--- config.mk ---
export PLATFORM = sky130hd
export DESIGN_NAME = periodic_timer_table
export DESIGN_NICKNAME = d
export VERILOG_FILES = /design/src/hw/rtl/ptt_pkg.sv /design/src/hw/rtl/periodic_timer_table.sv /design/src/hw/rtl/ptt_ram.sv
export SDC_FILE = /design/constraint.sdc
export NUM_CORES = 2
export LEC_CHECK = 0
export BUFFER_PORTS_ARGS = -buffer_cell sky130_fd_sc_hd__buf_2
export CORE_ASPECT_RATIO = 2
export CORE_MARGIN = 5
export CORE_UTILIZATION = 57
export DETAILED_ROUTE_END_ITERATION = 16
export PLACE_DENSITY = 0.76
export REMOVE_ABC_BUFFERS = 1
export SLEW_MARGIN = 20
export SYNTH_ARGS = -nofsm -noshare
export SYNTH_HDL_FRONTEND = slang
export SYNTH_SLANG_ARGS = --single-unit
--- constraint.sdc ---
create_clock -name clk -period 7.2 [get_ports clk]
set_input_delay 0.72 -clock clk [delete_from_list [all_inputs] [get_ports clk]]
set_output_delay 0.72 -clock clk [all_outputs]
set_load 0.02 [all_outputs]
--- src/hw/rtl/ptt_pkg.sv ---
//------------------------------------------------------------------------------
// ptt_pkg
// Operation codes, field layout and default sizes of the periodic timer table.
//------------------------------------------------------------------------------
package ptt_pkg;

  localparam int FUNC_W = 2;
  localparam logic [FUNC_W-1:0] FUNC_SET   = 2'd0;
  localparam logic [FUNC_W-1:0] FUNC_KILL  = 2'd1;
  localparam logic [FUNC_W-1:0] FUNC_TICK  = 2'd2;
  localparam logic [FUNC_W-1:0] FUNC_CLEAR = 2'd3;

  localparam int ID_W      = 4;
  localparam int IN_TIME_W = 32;

  // input beat: timer_id, period, now_time from bit 0 up
  localparam int ID_LSB     = 0;
  localparam int PERIOD_LSB = ID_LSB + ID_W;
  localparam int NOW_LSB    = PERIOD_LSB + IN_TIME_W;
  localparam int S_TDATA_W  = ((NOW_LSB + IN_TIME_W + 7) / 8) * 8;
  localparam int M_TDATA_W  = ((ID_W + 7) / 8) * 8;

  localparam int DEF_TIMER_SLOTS = 16;
  localparam int DEF_TIME_BITS   = 32;

endpackage

--- src/hw/rtl/periodic_timer_table.sv ---
//------------------------------------------------------------------------------
// periodic_timer_table
// Table of periodic timers with set, kill, clear and a scanning tick.
//------------------------------------------------------------------------------
// Set, kill and clear beats do not hold the input. A tick walks the table one
// slot per cycle, unless the output side stalls the scan, through the
// period/stamp RAM (read one slot while the slot read before it is compared
// and restamped), and holds the input until the final fired id has been
// loaded for output. Fired ids leave in ascending order, tlast marks the
// final one of the tick; a tick on which nothing fires gives no beat. Armed
// flags live in flops and clear at once on reset or clear.
//------------------------------------------------------------------------------
module periodic_timer_table
  import ptt_pkg::*;
#(
  parameter int TIMER_SLOTS = DEF_TIMER_SLOTS,
  parameter int TIME_BITS   = DEF_TIME_BITS
) (
  input  logic                 clk,
  input  logic                 rst,
  input  logic                 s_tvalid,
  output logic                 s_tready,
  input  logic [S_TDATA_W-1:0] s_tdata,  // timer_id[3:0], period[35:4], now_time[67:36]
  input  logic [FUNC_W-1:0]    s_tuser,  // func[1:0]
  output logic                 m_tvalid,
  input  logic                 m_tready,
  output logic [M_TDATA_W-1:0] m_tdata,  // fired_id[3:0]
  output logic                 m_tlast   // last_fired
);

  localparam int IDX_W = (TIMER_SLOTS > 1) ? $clog2(TIMER_SLOTS) : 1;
  localparam int CNT_W = IDX_W + 1;
  localparam int RAM_W = 2 * TIME_BITS;

  localparam logic [1:0] ST_IDLE  = 2'd0;
  localparam logic [1:0] ST_SCAN  = 2'd1;
  localparam logic [1:0] ST_FLUSH = 2'd2;

  logic [1:0]             state;
  logic [TIMER_SLOTS-1:0] armed;
  logic [TIME_BITS-1:0]   now_reg;
  logic [CNT_W-1:0]       rd_idx;
  logic                   ev_valid;
  logic [IDX_W-1:0]       ev_idx;
  logic                   pend_valid;
  logic [ID_W-1:0]        pend_id;
  logic [ID_W-1:0]        out_id;

  logic                   accept;
  logic [ID_W-1:0]        in_id;
  logic [IDX_W+ID_W-1:0]  in_id_ext;
  logic [IDX_W-1:0]       id_idx;
  logic                   id_ok;
  logic [TIME_BITS+IN_TIME_W-1:0] period_ext;
  logic [TIME_BITS+IN_TIME_W-1:0] now_ext;
  logic [TIME_BITS-1:0]   in_period;
  logic [TIME_BITS-1:0]   in_now;
  logic [IDX_W+ID_W-1:0]  ev_idx_ext;

  logic                   ram_we;
  logic [IDX_W-1:0]       ram_waddr;
  logic [RAM_W-1:0]       ram_wdata;
  logic                   ram_re;
  logic [IDX_W-1:0]       ram_raddr;
  logic [RAM_W-1:0]       ram_rdata;
  logic [TIME_BITS-1:0]   rd_period;
  logic [TIME_BITS-1:0]   rd_stamp;
  logic [TIME_BITS-1:0]   elapsed;

  logic                   ev_fire;
  logic                   out_free;
  logic                   stall;
  logic                   scan_go;
  logic                   more_reads;
  logic                   out_load;
  logic                   out_last;

  assign s_tready = (state == ST_IDLE);
  assign accept   = s_tvalid && s_tready;

  assign in_id      = s_tdata[ID_LSB +: ID_W];
  assign in_id_ext  = {{IDX_W{1'b0}}, in_id};
  assign id_idx     = in_id_ext[IDX_W-1:0];
  assign id_ok      = ({1'b0, in_id_ext} < (IDX_W + ID_W + 1)'(TIMER_SLOTS));
  assign period_ext = {{TIME_BITS{1'b0}}, s_tdata[PERIOD_LSB +: IN_TIME_W]};
  assign now_ext    = {{TIME_BITS{1'b0}}, s_tdata[NOW_LSB +: IN_TIME_W]};
  assign in_period  = period_ext[TIME_BITS-1:0];
  assign in_now     = now_ext[TIME_BITS-1:0];
  assign ev_idx_ext = {{ID_W{1'b0}}, ev_idx};

  assign rd_period = ram_rdata[RAM_W-1:TIME_BITS];
  assign rd_stamp  = ram_rdata[TIME_BITS-1:0];
  assign elapsed   = now_reg - rd_stamp;

  assign ev_fire    = ev_valid && armed[ev_idx] && (elapsed > rd_period);
  assign out_free   = !m_tvalid || m_tready;
  // hold the scan when a second fire would need the output before it drains
  assign stall      = ev_fire && pend_valid && !out_free;
  assign scan_go    = (state == ST_SCAN) && !stall;
  assign more_reads = (rd_idx < CNT_W'(TIMER_SLOTS));

  // a later fire proves the held id is not the last one
  assign out_load = (scan_go && ev_fire && pend_valid) ||
                    ((state == ST_FLUSH) && out_free);
  assign out_last = (state == ST_FLUSH);

  always_comb begin
    if (state == ST_IDLE) begin
      ram_we    = accept && (s_tuser == FUNC_SET) && id_ok;
      ram_waddr = id_idx;
      ram_wdata = {in_period, in_now};
      ram_re    = accept && (s_tuser == FUNC_TICK);
      ram_raddr = '0;
    end else begin
      ram_we    = scan_go && ev_fire;
      ram_waddr = ev_idx;
      ram_wdata = {rd_period, now_reg};
      ram_re    = scan_go && more_reads;
      ram_raddr = rd_idx[IDX_W-1:0];
    end
  end

  ptt_ram #(
    .WIDTH (RAM_W),
    .DEPTH (TIMER_SLOTS)
  ) u_ram (
    .clk   (clk),
    .we    (ram_we),
    .waddr (ram_waddr),
    .wdata (ram_wdata),
    .re    (ram_re),
    .raddr (ram_raddr),
    .rdata (ram_rdata)
  );

  always_ff @(posedge clk) begin
    if (rst) begin
      state      <= ST_IDLE;
      armed      <= '0;
      rd_idx     <= '0;
      ev_valid   <= 1'b0;
      pend_valid <= 1'b0;
      m_tvalid   <= 1'b0;
    end else begin
      if (out_load) begin
        m_tvalid <= 1'b1;
        out_id   <= pend_id;
        m_tlast  <= out_last;
      end else if (m_tready) begin
        m_tvalid <= 1'b0;
      end
      unique case (state)
        ST_IDLE: begin
          if (accept) begin
            unique case (s_tuser)
              FUNC_SET: begin
                if (id_ok) begin
                  armed[id_idx] <= 1'b1;
                end
              end
              FUNC_KILL: begin
                if (id_ok) begin
                  armed[id_idx] <= 1'b0;
                end
              end
              FUNC_TICK: begin
                now_reg  <= in_now;
                rd_idx   <= CNT_W'(1);
                ev_valid <= 1'b1;
                ev_idx   <= '0;
                state    <= ST_SCAN;
              end
              FUNC_CLEAR: begin
                armed <= '0;
              end
              default: begin
              end
            endcase
          end
        end
        ST_SCAN: begin
          if (!stall) begin
            if (ev_fire) begin
              pend_valid <= 1'b1;
              pend_id    <= ev_idx_ext[ID_W-1:0];
            end
            if (more_reads) begin
              ev_valid <= 1'b1;
              ev_idx   <= rd_idx[IDX_W-1:0];
              rd_idx   <= rd_idx + CNT_W'(1);
            end else begin
              ev_valid <= 1'b0;
              if (!ev_valid) begin
                state <= pend_valid ? ST_FLUSH : ST_IDLE;
              end
            end
          end
        end
        ST_FLUSH: begin
          if (out_free) begin
            pend_valid <= 1'b0;
            state      <= ST_IDLE;
          end
        end
        default: begin
          state <= ST_IDLE;
        end
      endcase
    end
  end

  assign m_tdata = {{(M_TDATA_W - ID_W){1'b0}}, out_id};

endmodule

--- src/hw/rtl/ptt_ram.sv ---
//------------------------------------------------------------------------------
// ptt_ram
// Generic simple dual-port RAM: one write port, one read port, registered read.
//------------------------------------------------------------------------------
module ptt_ram #(
  parameter int WIDTH = 64,
  parameter int DEPTH = 16,
  parameter int AW    = (DEPTH > 1) ? $clog2(DEPTH) : 1
) (
  input  logic             clk,
  input  logic             we,
  input  logic [AW-1:0]    waddr,
  input  logic [WIDTH-1:0] wdata,
  input  logic             re,
  input  logic [AW-1:0]    raddr,
  output logic [WIDTH-1:0] rdata
);

  logic [WIDTH-1:0] mem [DEPTH];

  always_ff @(posedge clk) begin
    if (we) begin
      mem[waddr] <= wdata;
    end
    if (re) begin
      rdata <= mem[raddr];
    end
  end

endmodule

# After elaboration in Yosys (flattened, before gate mapping)
# Memory sizes are Yosys's and may differ from the RTL's. A register that Yosys moved wholly into a read port is not among the register bits.
# Index checks and enable logic that the tools add are counted.
dict set report classes {
  n_eq_ne 15
  magnitude_cmp 6
  n_addsub 2
  n_mux 43
  n_reduce_logical 34
  bitwise 5
}
# operator count
set ops {}
lappend ops {{64-bit 2-to-1 mux} 1}
lappend ops {{16-bit one-hot mux with 3 select lines} 1}
lappend ops {{32-bit > comparator} 1}
lappend ops {{16-bit 2-to-1 mux} 2}
lappend ops {{32-bit subtractor} 1}
lappend ops {{4-bit 2-to-1 mux} 6}
lappend ops {{5-bit 2-to-1 mux} 4}
lappend ops {{16-bit AND} 1}
lappend ops {{2-bit inequality test (second input constant)} 8}
lappend ops {{16-bit inverter} 1}
lappend ops {{16-bit bitwise OR} 1}
lappend ops {{4-bit AND reduction} 4}
lappend ops {{4-bit by 5-bit < comparator with 1-bit output (second input constant)} 3}
lappend ops {{1-bit 2-to-1 mux} 15}
lappend ops {{1-bit logical AND} 14}
lappend ops {{2-bit 2-to-1 mux} 7}
lappend ops {{6-bit AND reduction} 2}
lappend ops {{5-bit one-hot mux with 2 select lines} 1}
lappend ops {{5-bit AND reduction} 2}
lappend ops {{4-bit one-hot mux with 2 select lines} 1}
lappend ops {{2-bit equality test (second input constant)} 3}
lappend ops {{2-bit one-hot mux with 3 select lines} 1}
lappend ops {{2-bit nonzero test} 3}
lappend ops {{5-bit by 1-bit adder with 5-bit output (second input constant)} 1}
lappend ops {{other kinds (13)} 21}
dict set report totals {
  ramBits 1024
  output_inout_bits 11
  ff_bits 71
  input_bits 78
  memories 1
  wordCells 117
}
# memory words width rd rd_ports_with_merged_regs write_ports line_no
set memory_table {}
lappend memory_table {u_ram.mem 16 64 1 1 1 ptt_ram.sv:19} ;# logic [WIDTH-1:0] mem [DEPTH];

# Depth between registers and ports, before layout
dict set report depth {
  word_depth 12
  ltp_mapped 21
  mapped_depth_nobuf 21
}

# By module
# A second synthesis with hierarchy kept.
dict set report unflattened {
  cells_unflattened 2348
  hier_area_um2 46189.3
}
# module cells_each seq_area_each_um2 area_each_um2 n_inst
set by_module_without_submodules {}
lappend by_module_without_submodules {ptt_ram 1647 32671.3 40223.6 1}
lappend by_module_without_submodules {periodic_timer_table 701 1871.8 5965.7 1}

# Least setup slack after synthesis
# OpenSTA, ideal clock, no wires.
dict set report synth_timing {
  path_kind {register -> register}
  startpoint {register now_reg[7]}
  endpoint {register u_ram.rdata[0], read port of u_ram.mem (enable)}
  path_stages_with_launch 19
  synth_period_minus_slack_ns 7.733
  n_path_buf 0
  setup_time_ns 0.507
  setup_slack_ns -0.533
  arrival_time_ns 7.226
  required_time_ns 6.693
  path_cell_list {edfxtp_1 ha_1 a211o_1 a2111o_1 o2111ai_2 o211ai_2 a221oi_4 o21ai_0 a211oi_1 nor2_1 ha_1 a2111oi_0 o21ai_0 a221oi_1 o21ai_0 o21ai_2 nor2_2 o21a_1 a21oi_1}
}
dict set report synth_via {
  elab_chain_cells 9
}
# element line_no
set synth_rtl {}
lappend synth_rtl {{from (decl)} periodic_timer_table.sv:41} ;# logic [TIME_BITS-1:0] now_reg;
lappend synth_rtl {{from (signal assigned)} periodic_timer_table.sv:167} ;# now_reg <= in_now;
lappend synth_rtl {{32-bit subtractor} periodic_timer_table.sv:93} ;# assign elapsed = now_reg - rd_stamp;
lappend synth_rtl {{32-bit > comparator} periodic_timer_table.sv:95} ;# assign ev_fire = ev_valid && armed[ev_idx] && (elapsed > rd_period);
lappend synth_rtl {{1-bit logical AND} periodic_timer_table.sv:95}
lappend synth_rtl {{1-bit logical AND (2 in series)} periodic_timer_table.sv:98} ;# assign stall = ev_fire && pend_valid && !out_free;
lappend synth_rtl {{1-bit logical NOT} --}
lappend synth_rtl {{1-bit logical AND} periodic_timer_table.sv:99} ;# assign scan_go = (state == ST_SCAN) && !stall;
lappend synth_rtl {{1-bit logical AND} periodic_timer_table.sv:118} ;# ram_re = scan_go && more_reads;
lappend synth_rtl {{1-bit 2-to-1 mux} periodic_timer_table.sv:108} ;# if (state == ST_IDLE) begin
lappend synth_rtl {{via ram_re} periodic_timer_table.sv:63} ;# logic ram_re;
lappend synth_rtl {{to (decl)} ptt_ram.sv:16} ;# output logic [WIDTH-1:0] rdata
# The timed path passes the listed nets, and every way through them passes these cells.
# A chain may end at the register's enable or synchronous reset.

# Worst setup path in the final report
dict set report layout_timing {
  startpoint {register now_reg[0]}
  endpoint {memory u_ram.mem[11][10] (enable)}
}
dict set report layout_via {
  elab_chain_cells 11
}
# element line_no
set layout_rtl {}
lappend layout_rtl {{32-bit subtractor (*)} periodic_timer_table.sv:93}
lappend layout_rtl {{32-bit > comparator (*)} periodic_timer_table.sv:95}
lappend layout_rtl {{1-bit logical AND (*)} periodic_timer_table.sv:95}
lappend layout_rtl {{1-bit logical AND (2 in series)} periodic_timer_table.sv:98}
lappend layout_rtl {{1-bit logical NOT} --}
lappend layout_rtl {{1-bit logical AND} periodic_timer_table.sv:99}
lappend layout_rtl {{1-bit logical AND (*)} periodic_timer_table.sv:115} ;# ram_we = scan_go && ev_fire;
lappend layout_rtl {{1-bit 2-to-1 mux (*)} periodic_timer_table.sv:108}
lappend layout_rtl {{1-bit 2-to-1 mux (*)} ptt_ram.sv:22} ;# if (we) begin
lappend layout_rtl {{1-bit 2-to-1 mux (implied by the code) (*)} ptt_ram.sv:23} ;# mem[waddr] <= wdata;
lappend layout_rtl {{to (decl)} ptt_ram.sv:19}
# Every way passes the cells marked *; elsewhere a longest branch is shown, timed or not.

==> flow_summary.toml <==
[run]
drv_cap = 0

[grt]
grt_max_degree = 195
grt.total_usage_pct = 25.5
antenna_found_initial = 4
grt_pass1_wl_mm = 180
grt-ovfl-total = 0
grt_pass1_vias = 30100

[timing]
relSlewSlack_pct = 29.0
tightest_slew_ns = 1.07
fin_skew_ns = 0.0215
min_period_ns = 6.44
finalHoldViolations = 0
setup_viol = 0
max_freq_mhz = 155
maxSlewViolCount = 0
rsz0062_at_grt = "no"
tns_ns = 0
layout_worst_path_cycle_share_pct = 89.4

[placement]
placed_cells = 4577
dpl_cell_area_mm2 = 0.0502
numPortBuffers = 80
place_congestion = 0.867
dpl.hpwl_mm = 61.5

[hold_path]
min_to = "now_reg[6]"
hold_path_class = "primary input to register"
hold_start = "s_tdata[42]"
holdPathStages = 1

[synth]
ys_warn_count = 0
synth_top_area_share_pct = 70.6
avgSynthCellArea_um2 = 13.5
synth-seq-area-share_pct = 71.7
synth_area_mm2 = 0.0482
synth_common_cells = "1133 x edfxtp_1, 675 x nand2_1, 326 x a211oi_1, 262 x and2_1, 222 x clkbuf_1"
synthFlopType = "edfxtp_1"
synth_cell_types = 75
ys_ff_latch = 1159
synth_top_cell_by_area = "edfxtp_1"
synth.area.top_cells = "edfxtp_1 71%, nand2_1 5.3%, a211oi_1 5.1%"
postSynth.asyncResetShare_pct = 0
synth_edf_count = 1133
syn_inst = 3579
yosysMostFrequentCell = "edfxtp_1"

[finish]
largest_reg_flops = 1024
multi_input_area_mm2 = 0.0126
layout.cells.non_filler = 4758
area.growth.synth_to_final_pct = 10.9
fillers = 5975
seq_area_mm2 = 0.0345
layout.nets = 3748
drive_above_1_share_pct = 9.94
fin_area_mm2 = 0.0534

[floorplan]
die-area_mm2 = 0.0908
die_w_um = 216
start_util_pct = 57.2
io_pins = 89
fp.coreArea_mm2 = 0.0843
die_h_um = 421
num_rows = 151

[critical_path]
worst-path-buf-inv = 3
crit_required_ns = 7.57
crit_family = "compound AO/OA/AOI/OAI gates"
cp_num_cells = 22
reg2reg_depth = 22
r2r-start = "now_reg[0]"
cp_max_fo = 12
critPathMaxStageDelay_ns = 0.66
rrSetupSlack_ns = 0.76
crit_path_end_kind = "register"
cp.arrival_ns = 6.81
crit_slowest_cell = "nor2_4"
path_class = "register to register"
critPathLaunchType = "register"
crit_chain = "inv_1 > ha_1 > inv_1 > fa_1 > a211oi_1 > nor2_1 > o2111ai_2 > o211ai_2 > a221oi_4 > o311ai_2 > a21oi_2 > xnor2_1 > ha_1 > nand4_1 > nor3_1 > nand3_1 > a31oi_1 > o21ai_2 > o31ai_2 > nand2_1 > nor2_4 > buf_4"
reg2reg_to = "u_ram.mem[11][10]"

[clock_network]
cts_buffer_depth = 3
cts_root_buf = "clkbuf_16"
postCtsSetupBuffers = 0
cts_tree = "built"
htree_num_levels = 3
cts_buffers = 97
post_cts.resized_instances = 0
clock-sinks = 1159
holdBufCountCts = 0
worstSkewPairLatency_ns = 0.68
cts.clk_slew.worst_paths_ns = 0.07

[route]
drtPass1Iterations = 7
drc = 0
ant_nets = 0
vias = 30900
drt_wl_total_mm = 119
wl_per_cell_um = 25.1
viasPerCell = 6.50
first_iter_violations = 3753

[pwr]
power.leakage_nw = 17.7
vdd_ir_drop_max_uv = 263
power_density_mw_per_mm2 = 255

[run_status]
outcome = "complete, no violations"
-- cell type report --
type	instances	share of cell area [%]
Clock buffer	109	4.71
Tap cell	1071	2.51
Inverter	73	0.531
Antenna cell	4	0.0187
Sequential cell	1159	64.6
Timing Repair Buffer	171	2.59
Multi-Input combinational cell	2103	23.6
Clock inverter	68	1.41
-- layer usage --
| metal | GRT usage [%] | vias to the layer above | routed length, um |
|---|---|---|---|
| met3 | 4.39 | 237 | 11200 |
| met4 | 7.88 | 0 | 3510 |
| met1 | 34.8 | 15400 | 46400 |
| met5 | 0 | - | 0 |
| met2 | 42.4 | 1685 | 58300 |
| li1 | - | 13600 | - |
-- cell usage in the layout (no fill, tap or decap), types with 24 or more instances in the layout --
cell,count
buf_4,67
nand2_1,671
buf_12,24
o21ai_0,54
edfxtp_1,1133
inv_1,71
buf_2,80
a21oi_1,195
a311oi_1,128
a31oi_1,138
clkbuf_16,99
dfxtp_1,25
and2_1,262
a211oi_1,326
ha_1,64
nor2_1,48
-- worst register-to-register path, delay by kind of cell, from the launching register on --
kind | cells | cell delay (ns)
AOI/OAI and AO/OA | 9 | 2.60
and+or+nand+nor | 6 | 1.66
adders and majority gates | 3 | 0.91
buffers and inverters | 3 | 0.49
DFF | 1 | 0.37
xor gates and xnor gates | 1 | 0.10
-- logic make-up (layout without fill, tap and decap cells) --
kind of cell	count (synthesis)	in the layout	share of synthesized area, %
flip-flops	1159	1159	71.7
adder cells (fa/ha/maj)	65	65	1.70
buffers and inverters	320	421	2.54
XOR/XNOR	27	27	0.491
AO/OA/AOI/OAI	908	908	13.0
AND/OR/NAND/NOR	1094	1094	10.3
multiplexers	5	5	0.234
other	1	8	0.00778
-- metrics by stage --
| step | hold WS [ns] | setup WS (ns) | util [%] | power (mW) |
|---|---|---|---|---|
| after global placement | 0.401 | 0.884 | 59.5 | 8.36 |
| after CTS | 0.205 | 0.811 | 63.4 | 13.7 |
| after detailed placement | 0.405 | 0.863 | 59.5 | 8.39 |
| after global routing | 0.219 | 0.519 | 63.4 | 14.0 |
| final | 0.237 | 0.760 | 63.4 | 13.6 |
| after floorplan | 0.400 | -8.06 | - | 8.11 |
-- where the power goes --
group	internal [mW]	leakage (nW)	switching, mW	total (mW)
Sequential	7.52	10.4	0.0248	7.54
Clock	3.03	1.58	2.36	5.39
Combinational	0.195	5.66	0.518	0.713
-- worst max path at each step --
stage | from | to | slack [ns]
floorplan | rd_idx[0] | u_ram.rdata[0] | -8.06
global placement | now_reg[0] | u_ram.mem[8][36] | 0.88
detailed placement | now_reg[7] | u_ram.mem[11][2] | 0.86
CTS | now_reg[0] | u_ram.mem[11][10] | 0.81
global route | now_reg[0] | u_ram.mem[11][10] | 0.52
finish | now_reg[0] | u_ram.mem[11][10] | 0.76
(Power assumes the default switching activity.)
